===== src/sv/icmp_pkg.sv =====
// Shared types, constants and a checksum helper for the ICMP echo responder.
package icmp_pkg;

  typedef logic [7:0]  byte_t;
  typedef logic [15:0] word_t;
  typedef logic [31:0] addr_t;
  typedef logic [31:0] sum_t;
  typedef logic [2:0]  verdict_t;

  localparam word_t HDR_LEN         = 16'd8;
  localparam word_t COUNT_MAX       = 16'hFFFF;
  localparam word_t REPLY_ZERO_LEN  = 16'd4;
  localparam word_t SEQ_HI_OFFSET   = 16'd6;
  localparam word_t SEQ_LO_OFFSET   = 16'd7;
  localparam byte_t TYPE_ECHO_REPLY   = 8'd0;
  localparam byte_t TYPE_ECHO_REQUEST = 8'd8;

  localparam verdict_t VERDICT_PENDING   = 3'd0;
  localparam verdict_t VERDICT_SHORT     = 3'd1;
  localparam verdict_t VERDICT_BAD_CSUM  = 3'd2;
  localparam verdict_t VERDICT_REQUEST   = 3'd3;
  localparam verdict_t VERDICT_REPLY     = 3'd4;
  localparam verdict_t VERDICT_OTHER     = 3'd5;

  // Fold a 32-bit word sum to 16 bits with end-around carry, then complement.
  // Two folds always suffice: the first leaves at most 17'h1FFFE.
  function automatic word_t fold_complement(input sum_t s);
    logic [16:0] t1;
    word_t       t2;
    t1 = {1'b0, s[31:16]} + {1'b0, s[15:0]};
    t2 = t1[15:0] + {15'd0, t1[16]};
    return ~t2;
  endfunction

endpackage


===== src/sv/icmp_if.sv =====
// Valid/ready channel interfaces for message bytes in and reply results out.
interface icmp_in_if;
  logic                valid;
  logic                ready;
  icmp_pkg::byte_t     data_byte;
  logic                last;
  icmp_pkg::addr_t     src_addr;

  modport source (output valid, output data_byte, output last, output src_addr,
                  input ready);
  modport sink   (input valid, input data_byte, input last, input src_addr,
                  output ready);
endinterface

interface icmp_out_if;
  logic                  valid;
  logic                  ready;
  icmp_pkg::byte_t       reply_byte;
  logic                  end_of_message;
  icmp_pkg::verdict_t    verdict;
  icmp_pkg::word_t       reply_checksum;
  icmp_pkg::word_t       echo_seq;
  icmp_pkg::addr_t       dest_addr;

  modport source (output valid, output reply_byte, output end_of_message,
                  output verdict, output reply_checksum, output echo_seq,
                  output dest_addr, input ready);
  modport sink   (input valid, input reply_byte, input end_of_message,
                  input verdict, input reply_checksum, input echo_seq,
                  input dest_addr, output ready);
endinterface


===== src/sv/icmp_echo_responder.sv =====
// ICMP echo responder: one message byte in, one reply-image byte out per item.
// Each item passes an input register and a result register, so the block
// takes one byte per cycle while the result is not stalled; the per-message
// word sums, byte count and header fields update as an item leaves the input
// register, and the checksum fold on the last byte sits in that same step.
// The reply image zeroes offsets 0 to 3 and copies the rest. On the last byte
// the result carries the verdict, for an echo request the reply checksum and
// destination address, for an echo reply the sequence; all per-message state
// then clears for the next message. Byte offsets saturate at 65535.
module icmp_echo_responder (
  input  logic           clk,
  input  logic           rst_n,
  icmp_in_if.sink        in_ch,
  icmp_out_if.source     out_ch
);

  logic                  in_vld_r;
  icmp_pkg::byte_t       in_byte_r;
  logic                  in_last_r;
  icmp_pkg::addr_t       in_src_r;

  logic                  out_vld_r;
  icmp_pkg::byte_t       out_byte_r;
  logic                  out_eom_r;
  icmp_pkg::verdict_t    out_verdict_r;
  icmp_pkg::word_t       out_csum_r;
  icmp_pkg::word_t       out_seq_r;
  icmp_pkg::addr_t       out_dest_r;

  icmp_pkg::word_t       byte_count_r, byte_count_nxt;
  icmp_pkg::sum_t        input_sum_r, input_sum_nxt;
  icmp_pkg::sum_t        reply_sum_r, reply_sum_nxt;
  icmp_pkg::byte_t       held_high_r, held_high_nxt;
  icmp_pkg::byte_t       msg_type_r, msg_type_nxt;
  icmp_pkg::word_t       seq_field_r, seq_field_nxt;

  icmp_pkg::byte_t       reply_byte;
  icmp_pkg::verdict_t    verdict;
  icmp_pkg::word_t       reply_csum;
  icmp_pkg::word_t       echo_seq;
  icmp_pkg::addr_t       dest_addr;
  logic                  hdr_zero;
  logic                  advance;

  assign advance     = in_vld_r && (!out_vld_r || out_ch.ready);
  assign in_ch.ready = !in_vld_r || advance;

  always_comb begin
    hdr_zero       = byte_count_r < icmp_pkg::REPLY_ZERO_LEN;
    reply_byte     = hdr_zero ? 8'd0 : in_byte_r;
    msg_type_nxt   = msg_type_r;
    seq_field_nxt  = seq_field_r;
    held_high_nxt  = held_high_r;
    input_sum_nxt  = input_sum_r;
    reply_sum_nxt  = reply_sum_r;
    byte_count_nxt = byte_count_r;

    if (byte_count_r == 16'd0) begin
      msg_type_nxt = in_byte_r;
    end else if (byte_count_r == icmp_pkg::SEQ_HI_OFFSET) begin
      seq_field_nxt = {in_byte_r, seq_field_r[7:0]};
    end else if (byte_count_r == icmp_pkg::SEQ_LO_OFFSET) begin
      seq_field_nxt = {seq_field_r[15:8], in_byte_r};
    end

    if (!byte_count_r[0]) begin
      held_high_nxt = in_byte_r;
      // pad a trailing odd byte with a low zero
      if (in_last_r) begin
        input_sum_nxt = input_sum_r + {16'd0, in_byte_r, 8'd0};
        reply_sum_nxt = reply_sum_r + {16'd0, reply_byte, 8'd0};
      end
    end else begin
      input_sum_nxt = input_sum_r + {16'd0, held_high_r, in_byte_r};
      reply_sum_nxt = reply_sum_r + {16'd0, (hdr_zero ? 8'd0 : held_high_r), reply_byte};
    end

    if (byte_count_r != icmp_pkg::COUNT_MAX) begin
      byte_count_nxt = byte_count_r + 16'd1;
    end

    verdict    = icmp_pkg::VERDICT_PENDING;
    reply_csum = 16'd0;
    echo_seq   = 16'd0;
    dest_addr  = 32'd0;
    if (in_last_r) begin
      if (byte_count_nxt < icmp_pkg::HDR_LEN) begin
        verdict = icmp_pkg::VERDICT_SHORT;
      end else if (icmp_pkg::fold_complement(input_sum_nxt) != 16'd0) begin
        verdict = icmp_pkg::VERDICT_BAD_CSUM;
      end else if (msg_type_nxt == icmp_pkg::TYPE_ECHO_REQUEST) begin
        verdict    = icmp_pkg::VERDICT_REQUEST;
        reply_csum = icmp_pkg::fold_complement(reply_sum_nxt);
        dest_addr  = in_src_r;
      end else if (msg_type_nxt == icmp_pkg::TYPE_ECHO_REPLY) begin
        verdict  = icmp_pkg::VERDICT_REPLY;
        echo_seq = seq_field_nxt;
      end else begin
        verdict = icmp_pkg::VERDICT_OTHER;
      end
      // clear per-message state for the next message
      msg_type_nxt   = 8'd0;
      seq_field_nxt  = 16'd0;
      held_high_nxt  = 8'd0;
      input_sum_nxt  = 32'd0;
      reply_sum_nxt  = 32'd0;
      byte_count_nxt = 16'd0;
    end
  end

  always_ff @(posedge clk) begin
    if (!rst_n) begin
      in_vld_r     <= 1'b0;
      out_vld_r    <= 1'b0;
      byte_count_r <= 16'd0;
      input_sum_r  <= 32'd0;
      reply_sum_r  <= 32'd0;
      held_high_r  <= 8'd0;
      msg_type_r   <= 8'd0;
      seq_field_r  <= 16'd0;
    end else begin
      if (in_ch.ready) begin
        in_vld_r <= in_ch.valid;
      end
      if (advance) begin
        out_vld_r    <= 1'b1;
        byte_count_r <= byte_count_nxt;
        input_sum_r  <= input_sum_nxt;
        reply_sum_r  <= reply_sum_nxt;
        held_high_r  <= held_high_nxt;
        msg_type_r   <= msg_type_nxt;
        seq_field_r  <= seq_field_nxt;
      end else if (out_ch.ready) begin
        out_vld_r <= 1'b0;
      end
    end
  end

  // payload registers: input loads on accept, result on advance, no reset
  always_ff @(posedge clk) begin
    if (in_ch.valid && in_ch.ready) begin
      in_byte_r <= in_ch.data_byte;
      in_last_r <= in_ch.last;
      in_src_r  <= in_ch.src_addr;
    end
    if (advance) begin
      out_byte_r    <= reply_byte;
      out_eom_r     <= in_last_r;
      out_verdict_r <= verdict;
      out_csum_r    <= reply_csum;
      out_seq_r     <= echo_seq;
      out_dest_r    <= dest_addr;
    end
  end

  assign out_ch.valid          = out_vld_r;
  assign out_ch.reply_byte     = out_byte_r;
  assign out_ch.end_of_message = out_eom_r;
  assign out_ch.verdict        = out_verdict_r;
  assign out_ch.reply_checksum = out_csum_r;
  assign out_ch.echo_seq       = out_seq_r;
  assign out_ch.dest_addr      = out_dest_r;

`ifndef SYNTHESIS
  a_verdict_only_on_last: assert property (@(posedge clk) disable iff (!rst_n)
    out_vld_r && !out_eom_r |-> out_verdict_r == icmp_pkg::VERDICT_PENDING)
    else $error("verdict reported on a non-final item");

  a_dest_only_on_request: assert property (@(posedge clk) disable iff (!rst_n)
    out_vld_r && out_verdict_r != icmp_pkg::VERDICT_REQUEST |-> out_dest_r == 32'd0)
    else $error("destination address set without an answered request");

  a_state_clears_on_last: assert property (@(posedge clk) disable iff (!rst_n)
    advance && in_last_r |=> byte_count_r == 16'd0 && input_sum_r == 32'd0)
    else $error("message state not cleared after final byte");

  a_stall_holds_state: assert property (@(posedge clk) disable iff (!rst_n)
    out_vld_r && !out_ch.ready |=> $stable(byte_count_r) && $stable(input_sum_r))
    else $error("message state advanced while the result stalls");
`endif

endmodule

===== src/flat_wrapper.sv =====
// flat-port wrapper written by rule: the top's interface ports become plain ports
module icmp_echo_responder_flat 
  (clk, rst_n, in_ch_valid, in_ch_data_byte, in_ch_last, in_ch_src_addr, in_ch_ready, out_ch_valid, out_ch_reply_byte, out_ch_end_of_message, out_ch_verdict, out_ch_reply_checksum, out_ch_echo_seq, out_ch_dest_addr, out_ch_ready);
  icmp_in_if in_ch_i ();
  icmp_out_if out_ch_i ();
  input  logic clk;
  input  logic rst_n;
  input wire logic [$bits(in_ch_i.valid)-1:0] in_ch_valid;
  input wire logic [$bits(in_ch_i.data_byte)-1:0] in_ch_data_byte;
  input wire logic [$bits(in_ch_i.last)-1:0] in_ch_last;
  input wire logic [$bits(in_ch_i.src_addr)-1:0] in_ch_src_addr;
  output wire logic [$bits(in_ch_i.ready)-1:0] in_ch_ready;
  output wire logic [$bits(out_ch_i.valid)-1:0] out_ch_valid;
  output wire logic [$bits(out_ch_i.reply_byte)-1:0] out_ch_reply_byte;
  output wire logic [$bits(out_ch_i.end_of_message)-1:0] out_ch_end_of_message;
  output wire logic [$bits(out_ch_i.verdict)-1:0] out_ch_verdict;
  output wire logic [$bits(out_ch_i.reply_checksum)-1:0] out_ch_reply_checksum;
  output wire logic [$bits(out_ch_i.echo_seq)-1:0] out_ch_echo_seq;
  output wire logic [$bits(out_ch_i.dest_addr)-1:0] out_ch_dest_addr;
  input wire logic [$bits(out_ch_i.ready)-1:0] out_ch_ready;
  assign in_ch_i.valid = in_ch_valid;
  assign in_ch_i.data_byte = in_ch_data_byte;
  assign in_ch_i.last = in_ch_last;
  assign in_ch_i.src_addr = in_ch_src_addr;
  assign in_ch_ready = in_ch_i.ready;
  assign out_ch_valid = out_ch_i.valid;
  assign out_ch_reply_byte = out_ch_i.reply_byte;
  assign out_ch_end_of_message = out_ch_i.end_of_message;
  assign out_ch_verdict = out_ch_i.verdict;
  assign out_ch_reply_checksum = out_ch_i.reply_checksum;
  assign out_ch_echo_seq = out_ch_i.echo_seq;
  assign out_ch_dest_addr = out_ch_i.dest_addr;
  assign out_ch_i.ready = out_ch_ready;
  icmp_echo_responder u_core (.clk(clk), .rst_n(rst_n), .in_ch(in_ch_i), .out_ch(out_ch_i));
endmodule

===== config.mk =====
export PLATFORM = sky130hd
export DESIGN_NAME = icmp_echo_responder_flat
export DESIGN_NICKNAME = d
export VERILOG_FILES = /design/src/sv/icmp_pkg.sv /design/src/sv/icmp_if.sv /design/src/sv/icmp_echo_responder.sv /design/src/flat_wrapper.sv
export SDC_FILE = /design/constraint.sdc
export NUM_CORES = 1
export LEC_CHECK = 0
export ABC_CLOCK_PERIOD_IN_PS = 8500
export BUFFER_PORTS_ARGS = -buffer_cell sky130_fd_sc_hd__clkbuf_2
export CAP_MARGIN = 0
export CORE_ASPECT_RATIO = 1.5
export CORE_MARGIN = 2
export CORE_UTILIZATION = 55
export DETAILED_ROUTE_END_ITERATION = 6
export HOLD_SLACK_MARGIN = 0.12
export PLACE_DENSITY_LB_ADDON = 0.08
export RECOVER_POWER = 100
export SYNTH_ARGS = -nofsm -noshare
export SYNTH_HDL_FRONTEND = slang
export SYNTH_SLANG_ARGS = --single-unit

===== constraint.sdc =====
create_clock -name clk -period 8.5 [get_ports clk]
set_input_delay 0.425 -clock clk [delete_from_list [all_inputs] [get_ports clk]]
set_output_delay 0.425 -clock clk [all_outputs]
set_load 0.03 [all_outputs]

==> run summary, run 1 <==
### Synth
• **distinct cell type count after synthesis** 81
• **Main synth FF type** sky130_fd_sc_hd__edfxtp_1
• **largest cells by area after synthesis** sky130_fd_sc_hd__edfxtp_1 24%, sky130_fd_sc_hd__dfxtp_1 15%, sky130_fd_sc_hd__ha_1 7.4%
• **dominant cell type by area after synthesis** sky130_fd_sc_hd__edfxtp_1
• **number of warning messages in the yosys log** 0
• **Synth Register Bits** 231
• **share of flip-flops with an asynchronous set or reset after synthesis** 0
• **number of enable-type register cells in the synthesized netlist** 117
• **Synth Cell Area** 14,800 um^2
• **share of the yosys chip area belonging to registers** 0.392
• **Post-Syn Instances** 1,571
• **average cell area after synthesis** 9.41 um^2
• **fraction of post-synthesis cell area in the top cell type by area** 0.238
• **Mapped Nets** 1,709

### Global route
• **global-route wire length before repair** 60,700 um
• **pin count of the biggest net entering global routing** 93
• **total congestion overflow after global routing** 0
• **gr usage total** 0.270
• **vias in the first global route** 12,000
• **number of antenna violations at the first check in global routing** 0

### Cells and area
• **FF/Latch Area** 5800 um^2
• **number of fill cells** 2,374
• **fraction of layout cells with a size suffix above 1** 0.0871
• **area taken by multi-input logic gates** 8250 um^2
• **post-layout instance area** 16,500 um^2
• **final layout net count** 1,844
• **antenna diode count** 0
• **relative area change from synthesis to final layout** 11.7%

### Critical path
• **Largest stage delay, worst path** 0.43 ns
• **required time of the critical path** 8.77 ns
• **critical path endpoint category** flip-flop
• **r2r setup slk** 0.56 ns
• **arrival time reported for the critical path endpoint** 8.21 ns
• **launch point of the worst reg-to-reg path** u_core.byte_count_r[7]$_SDFFE_PN0P_
• **path depth of the worst reg2reg path** 33
• **Worst Setup EP** u_core.out_ch.reply_checksum[15]$_SDFFCE_PP0P_
• **Worst Setup Start Kind** flip-flop
• **CP max-delay cell** sky130_fd_sc_hd__a2111oi_2
• **cell with the most instances on the worst path** sky130_fd_sc_hd__ha_1
• **critical-path maximum fanout** 11
• **RR Endpoint** u_core.out_ch.reply_checksum[15]$_SDFFCE_PP0P_
• **critical path startpoint** u_core.byte_count_r[7]$_SDFFE_PN0P_
• **critical path class** flip-flop to flip-flop

### Placed design
• **Area after DPL** 15,700 um^2
• **DP HPWL** 27,200 um
• **last weighted congestion value of the routability-driven placer** 0.912
• **# port buffers** 122
• **Setup Slack @ Placement** 0.663 ns

### Clocking
• **post-cts repair resize count** 0
• **clock network latency to the later pin of the worst-skew pair** 0.54 ns
• **setup bufs post-CTS** 0
• **buffers from clock root to sink, at most** 3
• **number of sinks on the clock net** 231
• **CTS clock-pin slew for the worst setup and hold paths** 0.07 ns
• **deepest level of the CTS H-tree** 1
• **clock tree from TritonCTS** done
• **number of buffers added by the clock tree synthesis step** 23
• **buffer cell driving the clock tree root** sky130_fd_sc_hd__clkbuf_16

### Floorplan
• **area of the placeable core** 26,500 um^2
• **initial core utilization** 0.558
• **y dimension of the die** 205 um
• **number of primary I/O pins** 123
• **cell row count** 73
• **width of the chip** 138 um
• **Die ar.** 28,200 um^2

### STA
• **unrepaired setup endpoints after global routing** false
• **count of pins over their slew limit** 260
• **Setup TNS** 0 ns
• **clock skew after layout** 0.0105 ns
• **Max transition margin** -1.38
• **period utilisation layout** 0.934
• **slew at the pin with the worst max-slew slack** 3.57 ns
• **maximum achievable frequency** 0.126 GHz
• **count of endpoints failing hold in the final timing report** 0
• **Final min period** 7.94 ns
• **final setup violation count** 0
• **post-route worst setup slack** 0.559 ns

### Outcome
• **status** finished with violations
• **violated checks** max-capacitance violations, max-slew violations

### Routing
• **Post-Route WL** 38,300 um
• **DRT antenna net count** 0
• **drt wl/cell** 18.6 um
• **DRC violation total after the first TritonRoute iteration** 578
• **Remaining DRCs** 0
• **Vias** 12,300
• **vias per inst** 5.98
• **First-pass DRT Iterations** 5

### Power and ir drop
• **leakage power total** 6.37 nW
• **worst ir drop on vdd** 0.148 mV
• **total chip power** 2.50 mW
• **ratio of total power to cell area** 151 nW/um^2

### Job
• **max-cap violations** 4

### Min path
• **path class of the lowest-slack min-delay path** input pin to flip-flop
• **hold depth** 3

## through the flow
stage | utilization | hold WS, ns | cells
after floorplan | - | 0.412 | 1571
after global placement | 0.591 | 0.426 | 1977
after detailed placement | 0.591 | 0.439 | 1977
after CTS | 0.635 | 0.127 | 2060
after global routing | 0.624 | 0.168 | 2060
final | 0.624 | 0.142 | 2060
## worst min path at each step
| stage | start | slack [ns] | end |
|---|---|---|---|
| final | in_ch_valid | 0.14 | u_core.in_vld_r$_SDFFE_PN0N_ |
| after global routing | in_ch_valid | 0.17 | u_core.in_vld_r$_SDFFE_PN0N_ |
| after CTS | in_ch_valid | 0.13 | u_core.in_vld_r$_SDFFE_PN0N_ |
| after detailed placement | u_core.input_sum_r[29]$_SDFFE_PN0P_ | 0.44 | u_core.input_sum_r[29]$_SDFFE_PN0P_ |
| after global placement | u_core.input_sum_r[29]$_SDFFE_PN0P_ | 0.43 | u_core.input_sum_r[29]$_SDFFE_PN0P_ |
| after floorplan | u_core.input_sum_r[29]$_SDFFE_PN0P_ | 0.41 | u_core.input_sum_r[29]$_SDFFE_PN0P_ |
## cells by family after synthesis
group	count (synthesis)	share of synthesized area
AND/OR/NAND/NOR	550	0.208
AO/OA/AOI/OAI	420	0.191
flip-flops	231	0.392
buffers and inverters	136	0.0388
XOR/XNOR	96	0.0569
adder cells (fa/ha/maj)	93	0.0818
multiplexers	45	0.0316
## final cells by class
class / instances / area share
inverter: 61 / 0.0139
clock buffer: 26 / 0.0373
tap: 337 / 0.0255
multi-input combinational: 1204 / 0.499
timing repair buffer: 185 / 0.0645
sequential: 231 / 0.351
clock inverter: 16 / 0.00841
## per-layer routing
| layer | routed length (um) | global-route usage |
|---|---|---|
| met5 | 0 | 0 |
| met4 | 1470 | 0.112 |
| met3 | 1520 | 0.0247 |
| met2 | 19600 | 0.493 |
| met1 | 15700 | 0.317 |
## Yosys cell counts (all sizes together) (6+ instances only)
cell / n
a211oi: 13
a21boi: 9
a21o: 28
a21oi: 90
a22oi: 54
a31oi: 27
and2: 25
and3: 22
and4: 8
buf: 27
clkbuf: 48
dfxtp: 114
edfxtp: 117
fa: 6
ha: 87
inv: 59
mux2: 13
mux2i: 32
nand2: 100
nand2b: 13
nand3: 43
nand4: 9
nor2: 94
nor2b: 98
nor3: 88
nor4: 12
o211ai: 6
o21a: 12
o21ai: 94
o21bai: 10
o221a: 6
o311ai: 8
o31a: 7
o31ai: 14
or2: 9
or3: 7
or4: 6
xnor2: 66
xor2: 30
## report_power, final
group / total, mW / leakage (nW) / internal, mW / switching [mW]
sequential: 1.22 / 2.00 / 1.21 / 0.0168
combinational: 0.251 / 4.01 / 0.0816 / 0.169
clock: 1.03 / 0.359 / 0.561 / 0.465
total: 2.50 / 6.37 / 1.85 / 0.651
## registers in the layout, summed over array words and instances, names as in the netlist, 16 cells and up
| name | cells |
|---|---|
| u_core.input_sum_r | 32 |
| u_core.reply_sum_r | 32 |
| u_core.in_src_r | 32 |
| u_core.out_ch.reply_checksum | 16 |
| u_core.byte_count_r | 16 |
| u_core.seq_field_r | 16 |
| u_core.out_ch.echo_seq | 16 |
| u_core.out_ch.dest_addr | 32 |
## worst max-delay path: cells and delay by family, from the launching register on
family | cells | cell delay, ns
flops | 1 | 0.40
compound gates | 14 | 3.18
fa+ha+maj | 5 | 1.50
xor+xnor | 2 | 0.25
simple gates | 12 | 2.33
## cells in the final DEF, fill, tap and decap left out, types with 81 or more instances in the layout
cell and instances:
sky130_fd_sc_hd__a21oi_1 89, sky130_fd_sc_hd__clkbuf_1 86, sky130_fd_sc_hd__dfxtp_1 113, sky130_fd_sc_hd__edfxtp_1 117, sky130_fd_sc_hd__ha_1 87, sky130_fd_sc_hd__nand2_1 99
sky130_fd_sc_hd__nor2_1 94, sky130_fd_sc_hd__nor2b_1 98, sky130_fd_sc_hd__nor3_1 81, sky130_fd_sc_hd__o21ai_0 90
## timing repair
action / CTS / global route
endpoints found under the setup margin: 0 / 0
hold buffers: 41 / 0
endpoints found under the hold margin: 41 / 0
(Power assumes the default switching activity.)
==> run 2: changes to the inputs <==
GPL_TIMING_DRIVEN = 0   (was not set)
==> run 2 against run 1 <==
The run still ends with max-capacitance violations, max-slew violations left. Worst hold slack worse by 0.0097 ns. Sequential share of layout area is 0.89 points lower. Via count is 3.0% higher. Die area stayed put. Critical path type unchanged.
==> run summary, run 2 (synthesis gave the netlist of run 1 again) <==
### Outcome
• **status** finished with violations, unchanged
• **violated checks** max-capacitance violations, max-slew violations, unchanged

### Critical path
• **cell with the most instances on the worst path** sky130_fd_sc_hd__ha_1, unchanged
• **required time of the critical path** 8.87 ns, was 8.77 ns
• **arrival time reported for the critical path endpoint** 8.42 ns, was 8.21 ns
• **Buf/Inv on CP** 2, was 0
• **critical path class** flip-flop to flip-flop, unchanged
• **r2r setup slk** 0.45 ns, was 0.56 ns
• **Worst Setup Start Kind** flip-flop, unchanged
• **Largest stage delay, worst path** 0.57 ns, was 0.43 ns
• **CP top delay family** compound AO/OA/AOI/OAI gates, unchanged
• **CP max-delay cell** sky130_fd_sc_hd__edfxtp_1, was sky130_fd_sc_hd__a2111oi_2
• **critical path endpoint category** flip-flop, unchanged
• **critical-path maximum fanout** 10, was 11

### Power and ir drop
• **portion of total power attributed to the clock network** 0.416, was 0.410
• **switching part of the total** 0.263, was 0.260
• **ratio of total power to cell area** 150 nW/um^2, was 151 nW/um^2
• **Logic pwr share** 0.102, was 0.100
• **worst ir drop on vdd** 0.148 mV, about the same
• **cell-internal power** 1.88 mW, was 1.85 mW
• **net switching power** 0.670 mW, was 0.651 mW
• **sequential share of power** 0.482, was 0.489
• **leakage power total** 6.58 nW, was 6.37 nW

### Floorplan
• **number of primary I/O pins** 123, unchanged
• **initial core utilization** 0.558, unchanged
• **Die ar.** 28,200 um^2, unchanged
• **cell row count** 73, unchanged
• **y dimension of the die** 205 um, unchanged
• **width of the chip** 138 um, unchanged
• **area of the placeable core** 26,500 um^2, unchanged

### Clocking
• **deepest level of the CTS H-tree** 1, unchanged
• **CTS clock-pin slew for the worst setup and hold paths** 0.07 ns, about the same
• **clock network latency to the later pin of the worst-skew pair** 0.55 ns, was 0.54 ns
• **buffers from clock root to sink, at most** 3, unchanged
• **buffer cell driving the clock tree root** sky130_fd_sc_hd__clkbuf_16, unchanged
• **number of sinks on the clock net** 231, unchanged
• **clock tree from TritonCTS** done, unchanged
• **number of buffers added by the clock tree synthesis step** 24, was 23

### Job
• **max-cap violations** 3, was 4

### STA
• **slew at the pin with the worst max-slew slack** 2.69 ns, was 3.57 ns
• **unrepaired setup endpoints after global routing** false, unchanged
• **clock skew after layout** 0.0195 ns, was 0.0105 ns
• **maximum achievable frequency** 0.124 GHz, was 0.126 GHz
• **Setup TNS** 0 ns, unchanged
• **count of pins over their slew limit** 127, was 260
• **count of endpoints failing hold in the final timing report** 0, unchanged
• **final setup violation count** 0, unchanged
• **period utilisation layout** 0.947, was 0.934
• **Max transition margin** -0.797, was -1.38
• **Final min period** 8.05 ns, was 7.94 ns

### Global route
• **total congestion overflow after global routing** 0, unchanged
• **gr usage total** 0.298, was 0.270
• **number of antenna violations at the first check in global routing** 1, was 0
• **global-route wire length before repair** 65,100 um, was 60,700 um
• **vias in the first global route** 12,300, was 12,000
• **pin count of the biggest net entering global routing** 47, was 93

### Placed design
• **cell count after placement** 2,032, was 1,977
• **DP HPWL** 31,600 um, was 27,200 um
• **last weighted congestion value of the routability-driven placer** 0.952, was 0.912
• **# port buffers** 122, unchanged

### Cells and area
• **relative area change from synthesis to final layout** 14.6%, was 11.7%
• **fraction of layout cells with a size suffix above 1** 0.0974, was 0.0871
• **utilization of the core after routing** 0.640, was 0.624
• **most frequent standard cell in the layout excluding fill and tap cells** sky130_fd_sc_hd__clkbuf_1, was sky130_fd_sc_hd__edfxtp_1
• **most used cells in the layout excluding fill and tap cells** 136 x sky130_fd_sc_hd__clkbuf_1, 117 x sky130_fd_sc_hd__edfxtp_1, 114 x sky130_fd_sc_hd__dfxtp_1, 100 x sky130_fd_sc_hd__nand2_1, 98 x sky130_fd_sc_hd__nor2b_1, was 117 x sky130_fd_sc_hd__edfxtp_1, 113 x sky130_fd_sc_hd__dfxtp_1, 99 x sky130_fd_sc_hd__nand2_1, 98 x sky130_fd_sc_hd__nor2b_1, 94 x sky130_fd_sc_hd__nor2_1
• **final layout net count** 1,906, was 1,844
• **post-route non-filler standard cell count** 2,124, was 2,060

### Routing
• **vias per inst** 5.97, was 5.98
• **Remaining DRCs** 0, unchanged
• **DRT antenna net count** 0, unchanged
• **Post-Route WL** 42,600 um, was 38,300 um
• **First-pass DRT Iterations** 7, was 5
• **Vias** 12,700, was 12,300
• **drt wl/cell** 20.0 um, was 18.6 um
• **DRC violation total after the first TritonRoute iteration** 695, was 578

### Min path
• **path class of the lowest-slack min-delay path** input pin to flip-flop, unchanged

[run 2: cell types whose count changed in the layout (fill, tap and decap cells not counted), sizes merged]
cell and delta:
inv -1, clkbuf +57, clkinv +2, buf +10, diode +1, clkinvlp -5
[run 2: per-stage QoR]
step,hold slack [ns],total power [mW],cell area [um^2],worst slack (ns)
2_1_floorplan,0.412,1.41,14800,1.10
3_3_place_gp,0.423,1.49,15800,-0.443
3_5_place_dp,0.438,1.50,15900,-0.538
4_1_cts,0.126,2.56,17100,0.0428
5_1_grt,0.186,2.63,16900,0.0324
6_report,0.132,2.55,16900,0.449
[run 2: power groups by stage]
stage	Sequential, mW	Combinational [mW]	Clock (mW)
floorplan	1.28	0.126	0
global placement	1.25	0.242	0
detailed placement	1.25	0.248	0
CTS	1.23	0.265	1.07
global route	1.23	0.278	1.12
finish	1.23	0.259	1.06
[run 2: tightest hold or removal path: stages]
cell and delay [ns]:
sky130_fd_sc_hd__clkbuf_2 0.08, sky130_fd_sc_hd__a21oi_1 0.03, sky130_fd_sc_hd__nor2b_1 0.09
[run 2: layer usage]
metal | vias to the layer above | track usage | wire [um]
li1 | 6194 | - | -
met1 | 5991 | 0.335 | 16700
met2 | 379 | 0.545 | 21500
met3 | 112 | 0.0299 | 1930
met4 | 0 | 0.155 | 2450
met5 | - | 0 | 0
[run 2: cell type report]
| type | count | area (um^2) |
|---|---|---|
| diodes | 1 | 2.50 |
| plain buffers | 75 | 345 |
| clock buffers | 32 | 672 |
| clock inverters | 12 | 106 |
| fillers | 2298 | 9550 |
| inverters | 61 | 229 |
| multi-input cells | 1204 | 8390 |
| flip-flops and latches | 231 | 5800 |
| well taps | 337 | 422 |
| repair buffers | 171 | 975 |
[run 2: path summary, 6_finish.rpt]
kind / start / end / cells after the start
max: u_core.in_byte_r[0]$_DFFE_PP_ / u_core.out_ch.reply_checksum[6]$_SDFFCE_PP0P_ / 31
min: in_ch_valid / u_core.in_vld_r$_SDFFE_PN0N_ / 3
max reg2reg: u_core.in_byte_r[0]$_DFFE_PP_ / u_core.out_ch.reply_checksum[6]$_SDFFCE_PP0P_ / 31
min reg2reg: u_core.input_sum_r[29]$_SDFFE_PN0P_ / u_core.input_sum_r[29]$_SDFFE_PN0P_ / 1
[run 2: repair_timing]
item / CTS / global route
gates resized for setup: 3 / 12
hold buffers: 41 / 0
setup endpoints to repair: 7 / 65
setup buffers: 1 / 5
pin swaps: 1 / 6
endpoints found under the hold margin: 41 / 0
==> run 3: changes to the inputs <==
PLACE_DENSITY = 0.72   (was not set)
PLACE_DENSITY_LB_ADDON = not set   (was 0.08)
==> run 3 against run 2 <==
The flow still finishes with violations (max-capacitance violations, max-slew violations). Largest power group unchanged. Register-to-register slack worse by 0.06 ns. Clock power about the same. Sequential share of layout area down 0.26 points. Maximum frequency decreased by 0.73%. Power grew 0.90%. Combinational power about the same. Via count grew 2.0%. Worst hold slack gained 0.010 ns. Critical endpoint is now u_core.out_ch.reply_checksum[15]$_SDFFCE_PP0P_. Critical path type unchanged.
==> run summary, run 3 (synthesis gave the netlist of run 1 again) <==
### Cells and area
• **most frequent standard cell in the layout excluding fill and tap cells** sky130_fd_sc_hd__clkbuf_1, unchanged
• **antenna diode count** 0, was 1
• **fraction of layout cells with a size suffix above 1** 0.111, was 0.0974
• **final layout net count** 1,905, was 1,906
• **most used cells in the layout excluding fill and tap cells** 128 x sky130_fd_sc_hd__clkbuf_1, 117 x sky130_fd_sc_hd__edfxtp_1, 114 x sky130_fd_sc_hd__dfxtp_1, 100 x sky130_fd_sc_hd__nand2_1, 98 x sky130_fd_sc_hd__nor2b_1, was 136 x sky130_fd_sc_hd__clkbuf_1, 117 x sky130_fd_sc_hd__edfxtp_1, 114 x sky130_fd_sc_hd__dfxtp_1, 100 x sky130_fd_sc_hd__nand2_1, 98 x sky130_fd_sc_hd__nor2b_1
• **relative area change from synthesis to final layout** 15.5%, was 14.6%

### STA
• **slew at the pin with the worst max-slew slack** 2.15 ns, was 2.69 ns
• **count of pins over their slew limit** 39, was 127
• **clock skew after layout** 0.0164 ns, was 0.0195 ns
• **maximum achievable frequency** 0.123 GHz, was 0.124 GHz
• **period utilisation layout** 0.954, was 0.947
• **final setup violation count** 0, unchanged
• **count of endpoints failing hold in the final timing report** 0, unchanged
• **Final min period** 8.11 ns, was 8.05 ns
• **Setup TNS** 0 ns, unchanged
• **Max transition margin** -0.432, was -0.797
• **post-route worst setup slack** 0.390 ns, was 0.449 ns

### Floorplan
• **area of the placeable core** 26,500 um^2, unchanged
• **initial core utilization** 0.558, unchanged
• **width of the chip** 138 um, unchanged
• **Die ar.** 28,200 um^2, unchanged
• **y dimension of the die** 205 um, unchanged
• **number of primary I/O pins** 123, unchanged
• **cell row count** 73, unchanged

### Min path
• **path class of the lowest-slack min-delay path** input pin to flip-flop, unchanged

### Routing
• **DRT antenna net count** 0, unchanged
• **Post-Route WL** 43,100 um, was 42,600 um
• **Vias** 12,900, was 12,700
• **drt wl/cell** 20.3 um, was 20.0 um
• **Remaining DRCs** 0, unchanged
• **vias per inst** 6.09, was 5.97
• **First-pass DRT Iterations** 5, was 7
• **DRC violation total after the first TritonRoute iteration** 820, was 695

### Placed design
• **Setup Slack @ Placement** -0.347 ns, was -0.538 ns
• **DP HPWL** 31,500 um, was 31,600 um
• **# port buffers** 122, unchanged
• **last weighted congestion value of the routability-driven placer** 0.948, was 0.952

### Outcome
• **violated checks** max-capacitance violations, max-slew violations, unchanged
• **status** finished with violations, unchanged

### Critical path
• **cell with the most instances on the worst path** sky130_fd_sc_hd__ha_1, unchanged
• **critical path endpoint category** flip-flop, unchanged
• **critical-path maximum fanout** 10, unchanged
• **arrival time reported for the critical path endpoint** 8.38 ns, was 8.42 ns
• **required time of the critical path** 8.77 ns, was 8.87 ns
• **Largest stage delay, worst path** 0.45 ns, was 0.57 ns
• **Worst Setup Start Kind** flip-flop, unchanged
• **critical path class** flip-flop to flip-flop, unchanged
• **CP max-delay cell** sky130_fd_sc_hd__fa_1, was sky130_fd_sc_hd__edfxtp_1

### Power and ir drop
• **total chip power** 2.57 mW, was 2.55 mW
• **leakage power total** 6.53 nW, was 6.58 nW
• **worst ir drop on vdd** 0.133 mV, was 0.148 mV
• **ratio of total power to cell area** 151 nW/um^2, was 150 nW/um^2

### Global route
• **total congestion overflow after global routing** 0, unchanged
• **global-route wire length before repair** 66,000 um, was 65,100 um
• **vias in the first global route** 12,500, was 12,300
• **gr usage total** 0.300, was 0.298
• **pin count of the biggest net entering global routing** 51, was 47
• **number of antenna violations at the first check in global routing** 0, was 1

### Clocking
• **clock tree from TritonCTS** done, unchanged
• **buffers from clock root to sink, at most** 3, unchanged
• **number of buffers added by the clock tree synthesis step** 24, unchanged
• **clock network latency to the later pin of the worst-skew pair** 0.54 ns, was 0.55 ns
• **deepest level of the CTS H-tree** 1, unchanged
• **buffer cell driving the clock tree root** sky130_fd_sc_hd__clkbuf_16, unchanged
• **CTS clock-pin slew for the worst setup and hold paths** 0.07 ns, about the same
• **number of sinks on the clock net** 231, unchanged

### Job
• **max-cap violations** 1, was 3

[run 3: power breakdown]
part	leakage [nW]	total [mW]	internal (mW)	switching, mW
clock network	0.378	1.08	0.620	0.464
registers	2.00	1.23	1.20	0.0225
logic	4.16	0.260	0.0822	0.178
total	6.53	2.57	1.91	0.664
[run 3: critical path, delay by kind of cell (launching register included)]
kind / cells / cell delay [ns]
buf+inv: 2 / 0.35
fa+ha+maj: 5 / 1.55
flops: 1 / 0.31
compound gates: 14 / 3.22
simple gates: 12 / 2.10
xor+xnor: 2 / 0.30
[run 3: through the flow]
step	instance area, um^2	hold WS (ns)	util	cells
floorplan	14800	0.412	-	1571
global placement	15800	0.424	0.597	2030
detailed placement	15900	0.430	0.599	2032
CTS	17100	0.131	0.646	2118
global route	17100	0.162	0.644	2122
finish	17100	0.143	0.644	2122
[run 3: layout make-up]
class	count	area (um^2)
Multi-Input combinational cell	1204	8470
Clock buffer	29	661
Tap cell	337	422
Inverter	61	229
Sequential cell	231	5800
Fill cell	2248	9420
Clock inverter	15	148
Buffer	75	355
Timing Repair Buffer	170	988
[run 3: final timing paths]
check | cells after the start | from | slack, ns | end
max | 35 | u_core.byte_count_r[7]$_SDFFE_PN0P_ | 0.39 | u_core.out_ch.reply_checksum[15]$_SDFFCE_PP0P_
min | 3 | in_ch_valid | 0.14 | u_core.in_vld_r$_SDFFE_PN0N_
min reg2reg | 1 | u_core.input_sum_r[29]$_SDFFE_PN0P_ | 0.44 | u_core.input_sum_r[29]$_SDFFE_PN0P_
max reg2reg | 35 | u_core.byte_count_r[7]$_SDFFE_PN0P_ | 0.39 | u_core.out_ch.reply_checksum[15]$_SDFFCE_PP0P_
[run 3: timing repair]
item	4_1_cts	5_1_grt
hold buffers	41	0
pin swaps	1	4
resized for setup	2	11
setup endpoints to repair	5	65
endpoints found under the hold margin	41	0
buffers inserted	1	4
[run 3: layer usage]
metal	global-route usage	wire (um)	part of all wire	vias to the layer above
li1	-	-	-	6182
met1	0.339	16500	0.38	6164
met4	0.183	2920	0.068	0
met2	0.532	21300	0.49	443
met3	0.0322	2360	0.055	139
met5	0	0	0	-
